## src/design/srvp_pkg.sv

```systemverilog
// shared types and constants for the servo link response parser
// no dependencies
`default_nettype none

package srvp_pkg;

    localparam int FRAME_BYTES_DEF = 64;

    localparam logic [7:0] HDR_BYTE    = 8'h55;
    localparam logic [7:0] CMD_START   = 8'h06;
    localparam logic [7:0] CMD_STOP    = 8'h07;
    localparam logic [7:0] CMD_FINISH  = 8'h08;
    localparam logic [7:0] CMD_BATTERY = 8'h0F;

    localparam logic [7:0] LEN_GROUP   = 8'd5;
    localparam logic [7:0] LEN_STOP    = 8'd2;
    localparam logic [7:0] LEN_BATTERY = 8'd4;
    localparam logic [7:0] LEN_MIN     = 8'd2;

    // length, command and three parameter bytes are kept
    localparam int KEPT_BYTES = 5;

    localparam logic [1:0] ACT_BYTE  = 2'd0;
    localparam logic [1:0] ACT_ABORT = 2'd1;
    localparam logic [1:0] ACT_RUN   = 2'd2;

    typedef logic [KEPT_BYTES-1:0][7:0] kept_t;

    typedef struct packed {
        logic [7:0] pos;
        logic [7:0] total;
    } link_t;

    typedef struct packed {
        logic [7:0]  command;
        logic [7:0]  group;
        logic [15:0] repeats;
        logic        running;
        logic        finished;
        logic [15:0] battery;
        logic [15:0] good;
        logic [15:0] bad;
    } status_t;

endpackage

`default_nettype wire

```

## src/design/srvp_step.sv

```systemverilog
// next-state logic of the frame parser for one beat
// depends on srvp_pkg
`default_nettype none

module srvp_step
    import srvp_pkg::*;
#(
    parameter int FRAME_BYTES = FRAME_BYTES_DEF
) (
    input  wire logic [1:0] action,
    input  wire logic [7:0] rx_byte,
    input  wire link_t      link_cur,
    input  wire status_t    status_cur,
    input  wire kept_t      kept_cur,
    output link_t           link_next,
    output status_t         status_next,
    output kept_t           kept_next,
    output logic            done,
    output logic            error
);

    localparam logic [8:0] FRAME_LIMIT = 9'(FRAME_BYTES);

    logic [7:0] pos_inc;
    logic [7:0] slot;
    logic [8:0] total_wide;
    logic [7:0] len;
    logic [7:0] cmd;

    assign pos_inc    = link_cur.pos + 8'd1;
    assign slot       = link_cur.pos - 8'd2;
    assign total_wide = {1'b0, rx_byte} + 9'd2;

    always_comb
    begin
        link_next   = link_cur;
        status_next = status_cur;
        kept_next   = kept_cur;
        done        = 1'b0;
        error       = 1'b0;
        len         = 8'd0;
        cmd         = 8'd0;
        case (action)
            ACT_ABORT:
            begin
                link_next = '0;
            end
            ACT_RUN:
            begin
                status_next.finished = 1'b0;
            end
            ACT_BYTE:
            begin
                if (link_cur.pos == 8'd0)
                begin
                    if (rx_byte == HDR_BYTE)
                        link_next.pos = 8'd1;
                end
                else if (link_cur.pos == 8'd1)
                begin
                    link_next.pos = (rx_byte == HDR_BYTE) ? 8'd2 : 8'd0;
                end
                else if ({1'b0, link_cur.pos} >= FRAME_LIMIT)
                begin
                    // position overflow
                    link_next       = '0;
                    status_next.bad = status_cur.bad + 16'd1;
                    error           = 1'b1;
                end
                else
                begin
                    if (slot < 8'(KEPT_BYTES))
                        kept_next[slot[2:0]] = rx_byte;
                    link_next.pos = pos_inc;
                    if (pos_inc == 8'd3)
                    begin
                        // length byte
                        if (rx_byte < LEN_MIN || total_wide > FRAME_LIMIT)
                        begin
                            link_next       = '0;
                            status_next.bad = status_cur.bad + 16'd1;
                            error           = 1'b1;
                        end
                        else
                        begin
                            link_next.total = total_wide[7:0];
                        end
                    end
                    if (!error && link_next.total != 8'd0 &&
                        link_next.pos >= link_next.total)
                    begin
                        len                 = kept_next[0];
                        cmd                 = kept_next[1];
                        status_next.command = cmd;
                        status_next.good    = status_cur.good + 16'd1;
                        if ((cmd == CMD_START || cmd == CMD_FINISH) && len == LEN_GROUP)
                        begin
                            status_next.group    = kept_next[2];
                            status_next.repeats  = {kept_next[4], kept_next[3]};
                            status_next.running  = (cmd == CMD_START);
                            status_next.finished = (cmd != CMD_START);
                        end
                        else if (cmd == CMD_STOP && len == LEN_STOP)
                        begin
                            status_next.running  = 1'b0;
                            status_next.finished = 1'b0;
                        end
                        else if (cmd == CMD_BATTERY && len == LEN_BATTERY)
                        begin
                            status_next.battery = {kept_next[3], kept_next[2]};
                        end
                        link_next = '0;
                        done      = 1'b1;
                    end
                end
            end
            default:
            begin
                // unused action code: no change
            end
        endcase
    end

endmodule

`default_nettype wire

```

## src/design/servo_link_response_parser.sv

```systemverilog
// top level of the servo link response parser: handshakes and state registers
// depends on srvp_pkg and srvp_step
`default_nettype none

// Parses the reply stream of a serial servo controller, one beat per received
// byte (or line-error / run-command event). Frames are 0x55 0x55 LEN CMD
// PARAM... with LEN+2 bytes in total; a bad length or a frame longer than
// FRAME_BYTES is dropped and counted. Every accepted beat yields exactly one
// result beat carrying the done/error flags for that beat and the status
// registers as they stand after it. A beat is taken into an input register,
// decoded by one level of next-state logic and then written to the state and
// result registers; the block sustains one beat per cycle, and the result
// register stalls the pipe only while a finished result is not taken.
module servo_link_response_parser
    import srvp_pkg::*;
#(
    parameter int FRAME_BYTES = FRAME_BYTES_DEF
) (
    input  wire logic        clk,
    input  wire logic        rst_n,
    input  wire logic        in_valid,
    output logic             in_ready,
    input  wire logic [1:0]  action,
    input  wire logic [7:0]  rx_byte,
    output logic             out_valid,
    input  wire logic        out_ready,
    output logic             frame_done,
    output logic             frame_error,
    output logic [7:0]       last_command,
    output logic [7:0]       group_number,
    output logic [15:0]      repeat_count,
    output logic             group_running,
    output logic             group_finished,
    output logic [15:0]      battery_millivolts,
    output logic [15:0]      good_frames,
    output logic [15:0]      bad_frames
);

    // input stage
    logic       stage_valid_reg;
    logic [1:0] stage_action_reg;
    logic [7:0] stage_byte_reg;

    // parser state; the status registers double as the result payload
    link_t      link_reg;
    status_t    status_reg;
    kept_t      kept_reg;
    logic       done_reg;
    logic       error_reg;
    logic       out_valid_reg;

    link_t      link_next;
    status_t    status_next;
    kept_t      kept_next;
    logic       done_next;
    logic       error_next;

    logic       in_accept;
    logic       advance;

    // the stage moves on whenever the result slot is empty or being emptied,
    // so the status registers only change together with a new result beat
    assign advance   = stage_valid_reg && (!out_valid_reg || out_ready);
    assign in_ready  = !stage_valid_reg || advance;
    assign in_accept = in_valid && in_ready;

    srvp_step #(
        .FRAME_BYTES (FRAME_BYTES)
    ) u_step (
        .action      (stage_action_reg),
        .rx_byte     (stage_byte_reg),
        .link_cur    (link_reg),
        .status_cur  (status_reg),
        .kept_cur    (kept_reg),
        .link_next   (link_next),
        .status_next (status_next),
        .kept_next   (kept_next),
        .done        (done_next),
        .error       (error_next)
    );

    always_ff @(posedge clk or negedge rst_n)
    begin
        if (!rst_n)
        begin
            stage_valid_reg <= 1'b0;
            out_valid_reg   <= 1'b0;
            link_reg        <= '0;
            status_reg      <= '0;
            done_reg        <= 1'b0;
            error_reg       <= 1'b0;
        end
        else
        begin
            if (in_accept)
                stage_valid_reg <= 1'b1;
            else if (advance)
                stage_valid_reg <= 1'b0;

            if (advance)
                out_valid_reg <= 1'b1;
            else if (out_ready)
                out_valid_reg <= 1'b0;

            if (advance)
            begin
                link_reg   <= link_next;
                status_reg <= status_next;
                done_reg   <= done_next;
                error_reg  <= error_next;
            end
        end
    end

    // payload registers, no reset
    always_ff @(posedge clk)
    begin
        if (in_accept)
        begin
            stage_action_reg <= action;
            stage_byte_reg   <= rx_byte;
        end
        if (advance)
            kept_reg <= kept_next;
    end

    assign out_valid          = out_valid_reg;
    assign frame_done         = done_reg;
    assign frame_error        = error_reg;
    assign last_command       = status_reg.command;
    assign group_number       = status_reg.group;
    assign repeat_count       = status_reg.repeats;
    assign group_running      = status_reg.running;
    assign group_finished     = status_reg.finished;
    assign battery_millivolts = status_reg.battery;
    assign good_frames        = status_reg.good;
    assign bad_frames         = status_reg.bad;

    // a beat cannot both finish and drop a frame
    assert property (@(posedge clk) disable iff (!rst_n)
        out_valid_reg |-> !(done_reg && error_reg))
        else $error("frame done and frame error in the same beat");

    // position never runs past the buffer
    assert property (@(posedge clk) disable iff (!rst_n)
        {1'b0, link_reg.pos} < 9'(FRAME_BYTES))
        else $error("byte position beyond frame buffer");

    // once a length is taken, the frame is inside its body and not yet done
    assert property (@(posedge clk) disable iff (!rst_n)
        (link_reg.total != 8'd0) |-> (link_reg.pos >= 8'd3 && link_reg.pos < link_reg.total))
        else $error("expected total inconsistent with byte position");

    // a completed frame bumps the good counter by one
    assert property (@(posedge clk) disable iff (!rst_n)
        (advance && done_next) |=> (status_reg.good == $past(status_reg.good) + 16'd1))
        else $error("good frame counter did not advance");

    // a dropped frame bumps the bad counter by one
    assert property (@(posedge clk) disable iff (!rst_n)
        (advance && error_next) |=> (status_reg.bad == $past(status_reg.bad) + 16'd1))
        else $error("bad frame counter did not advance");

endmodule

`default_nettype wire
```

## config.mk

```make
export PLATFORM = sky130hd
export DESIGN_NAME = servo_link_response_parser
export DESIGN_NICKNAME = d
export VERILOG_FILES = /design/src/design/srvp_pkg.sv /design/src/design/srvp_step.sv /design/src/design/servo_link_response_parser.sv
export SDC_FILE = /design/constraint.sdc
export NUM_CORES = 1
export LEC_CHECK = 0
export ABC_CLOCK_PERIOD_IN_PS = 6700
export CAP_MARGIN = 20
export CORE_UTILIZATION = 64
export DETAILED_ROUTE_END_ITERATION = 8
export DONT_BUFFER_PORTS = 1
export PLACE_DENSITY = 0.83
export SETUP_SLACK_MARGIN = 0.1
export SLEW_MARGIN = 20
export SYNTH_ARGS = -nofsm -noshare
export SYNTH_HDL_FRONTEND = slang
export SYNTH_SLANG_ARGS = --single-unit
```

## constraint.sdc

```tcl
create_clock -name clk -period 6.7 [get_ports clk]
set_clock_uncertainty 0.2 [all_clocks]
set_input_delay 1.005 -clock clk [delete_from_list [all_inputs] [get_ports clk]]
set_output_delay 1.005 -clock clk [all_outputs]
set_load 0.01 [all_outputs]
```

==> flow_metrics.py <==
metrics = {
    "power": {
        "peakVddDrop_v": 0.000238,
        "pwr_density_cell_mw_per_mm2": 251,
        "p_leak_nw": 3.35,
    },
    "place": {
        "sum_of_net_half_perimeters_after_detailed_placement_mm": 11.2,
        "place.gp.congestion": 0.917,
        "numPortBuffers": 0,
        "dpl-instance-area_sq_mm": 0.00772,
    },
    "sta": {
        "fraction_of_the_cycle_the_final_worst_path_needs_pct": 82.7,
        "timing.final.setup_violations": 0,
        "slew_headroom_pct": 43.6,
        "hold_viol_final": 0,
        "fin_crit_ns": 5.54,
        "max_slew.worst_pin.slew_ns": 0.846,
        "setup_repair_after_global_routing_missed_its_margin": "false",
        "setup_tns_ns": 0,
        "max_freq_mhz": 181,
        "timing_max_transition_violations_final": 0,
    },
    "detailed_routing": {
        "firstDrtPassIters": 7,
        "route.detailed.vias_per_inst": 6.64,
        "routed_wl_mm": 16.4,
        "first_iter_violations": 575,
        "avgRoutedWirePerCell_um": 20.8,
        "detail_route.drc_violations": 0,
        "detail-route-antenna-nets": 0,
        "route.vias.total": 5250,
    },
    "floorplan": {
        "total_core_area_sq_mm": 0.0115,
        "die_x_um": 111,
        "num_rows": 39,
        "die_area_sq_mm": 0.0124,
        "io-pin-count": 100,
        "chipHeight_um": 111,
        "effective_utilization_at_floorplan_pct": 66.3,
    },
    "synthesis": {
        "sequential_share_of_the_synthesized_area_pct": 53.1,
        "yosys.cell_types.count": 63,
        "post-synth-top-area-fraction_pct": 33.4,
        "post_synth.cell_area_avg_sq_um": 12.0,
        "synth-async-reset-ratio_pct": 67.1,
        "synth_edf_count": 50,
        "synth.top_cells.by_area": "dfrtp_1, edfxtp_1, mux2_2",
        "cell_count_after_synthesis": 639,
        "syn_nets": 672,
        "synth.yosys.warnings": 0,
        "synthDominantAreaCellType": "dfrtp_1",
        "yosys_register_bits": 152,
        "yosys_most_used_dff": "dfrtp_1",
        "synthesis.area_sq_mm": 0.00764,
    },
    "global_routing": {
        "pin_count_of_the_biggest_net_entering_global_routing": 103,
        "grtUsageTotal_pct": 28.0,
        "grt_antenna_before_repair": 0,
        "grt_pass1_vias": 5272,
        "first_pass_grt_wire_length_mm": 26.9,
        "grt_overflow_total": 0,
    },
    "worst_setup_path": {
        "cp-end-kind": "flip-flop",
        "crit_fanout": 24,
        "ff2ff_path_depth": 15,
        "timing.rr.end": "repeat_count[13]",
        "cp_data_arrival_time_ns": 5.64,
        "critical_path.reg2reg.startpoint": "stage_byte_reg[1]",
        "critPathLaunchType": "flip-flop",
        "reg2reg_slack_ns": 1.16,
        "required_ns": 6.80,
        "crit_type": "reg2reg",
    },
    "clock_network": {
        "h-tree-depth": 4,
        "post_cts_resized": 0,
        "cts_setup_buffers": 0,
        "cts_max_path_buffers": 2,
        "worst_setup_hold_path_clk_slew_ns": 0.06,
        "tritoncts": "done",
        "tritoncts.num_buffers": 17,
        "cts_hold_buf": 0,
        "tritoncts_num_sinks": 152,
        "clock_latency_ns": 0.43,
        "cts_root_buffer": "clkbuf_16",
    },
    "run_status": {
        "status": "finished, final reports clean",
    },
    "cells_and_area": {
        "largest_register_ff_count": 40,
        "post-route-util_pct": 71.8,
        "area_occupied_by_multi_input_gates_sq_mm": 0.00340,
        "nFillCells": 777,
        "diodes": 0,
        "post-route-cell-area_sq_mm": 0.00827,
        "post_route_cells_drive_above_1_share_pct": 21.6,
        "post_synthesis_to_final_layout_area_growth_pct": 8.30,
        "net_count_of_the_finished_layout": 668,
        "register_area_sq_mm": 0.00405,
    },
    "flow_run": {
        "cap_violations": 0,
    },
    "hold_path": {
        "min_path_type": "in2async",
    },
}
-- kinds of logic (layout without fill, tap and decap cells) --
| logic type | after synthesis | after routing | synth area share (%) |
|---|---|---|---|
| AOI/OAI and AO/OA | 75 | 75 | 7.04 |
| xor gates and xnor gates | 36 | 36 | 4.13 |
| adders and majority gates | 19 | 19 | 3.11 |
| buffers and inverters | 42 | 51 | 2.47 |
| DFF | 152 | 152 | 53.1 |
| muxes | 95 | 95 | 14.0 |
| and+or+nand+nor | 220 | 220 | 16.2 |
-- routing by layer --
layer	GRT usage, %	part of all wire, %
met4	12.9	3.1
met3	7.11	6.3
met1	36.1	42
met2	44.6	49
met5	0	0
-- per-stage QoR --
stage | worst slack, ns | hold WS [ns] | cells | total power [mW]
2_1_floorplan | 2.11 | 0.262 | 639 | 1.16
3_3_place_gp | 1.28 | 0.272 | 759 | 1.19
3_5_place_dp | 1.24 | 0.299 | 759 | 1.19
4_1_cts | 1.20 | 0.0522 | 791 | 2.09
5_1_grt | 0.833 | 0.0572 | 791 | 2.14
6_report | 1.16 | 0.0729 | 791 | 2.08
-- cell usage after synthesis, types with 10 or more instances --
cell and instances:
nor3_1 19, dfrtp_1 102, edfxtp_1 50, ha_1 19, nor2_1 16, nand4_1 25
xor2_1 18, nand2_1 46, o21ai_0 17, inv_1 15, nor4_1 20, nand3_1 23
a21oi_1 10, mux2_2 88, xnor2_1 18, and3_1 12, or3_1 10, clkbuf_1 19
-- worst max-delay path by stage --
stage / depth (start not counted) / slack [ns] / startpoint / endpoint
2_1_floorplan: 16 / 2.11 / stage_byte_reg[1] / group_number[0]
3_3_place_gp: 15 / 1.28 / stage_byte_reg[1] / repeat_count[1]
3_5_place_dp: 14 / 1.24 / link_reg[8] / repeat_count[15]
4_1_cts: 14 / 1.20 / link_reg[8] / repeat_count[13]
5_1_grt: 16 / 0.83 / link_reg[8] / repeat_count[13]
6_report: 15 / 1.16 / stage_byte_reg[1] / repeat_count[13]
-- worst max-delay path, cell delays in order, from the launching register on --
cell	delay (ns)
edfxtp_1	0.74
ha_1	0.35
or3b_1	0.37
or3_1	0.37
o211ai_1	0.18
a211oi_1	0.23
or2_2	0.35
ha_1	0.27
nand2b_1	0.09
a21oi_1	0.09
or3_1	0.39
and3_1	0.21
o21a_1	0.42
nor4_4	0.36
buf_4	0.39
mux2_2	0.39
-- cell type report --
type / instances / share of cell area, %
clock inverters: 11 / 1.04
multi-input cells: 445 / 41.1
repair buffers: 4 / 0.363
inverters: 15 / 0.680
clock buffers: 21 / 5.70
flip-flops and latches: 152 / 49.0
well taps: 143 / 2.16
-- placed cells by master (no fill, tap or decap), drive strengths merged, types with 2 or more instances in the layout --
cell	n
inv	20
o2111ai	2
xnor2	18
or2	7
edfxtp	50
buf	4
nor4	21
a21o	4
o21ai	19
a32oi	4
nand2	46
nor2	16
clkbuf	21
o211ai	4
or3b	3
nor2b	7
nand3b	6
o31a	2
nor3	20
and2	5
clkinv	5
mux2	92
o31ai	9
o311ai	2
nor3b	6
o21a	4
a211oi	3
a21oi	11
nand3	23
and4	4
xor2	18
nand4	25
or3	10
nand2b	6
dfrtp	102
ha	19
and3	12
mux2i	3
-- where the power goes --
group          total, mW  internal, mW  leakage, nW  switching [mW]
Clock              0.895         0.512        0.274           0.384
Combinational      0.153        0.0514         1.34           0.102
Sequential          1.03         0.981         1.74          0.0472
Total               2.08          1.54         3.35           0.533
Power figures use the tool's default switching activity.
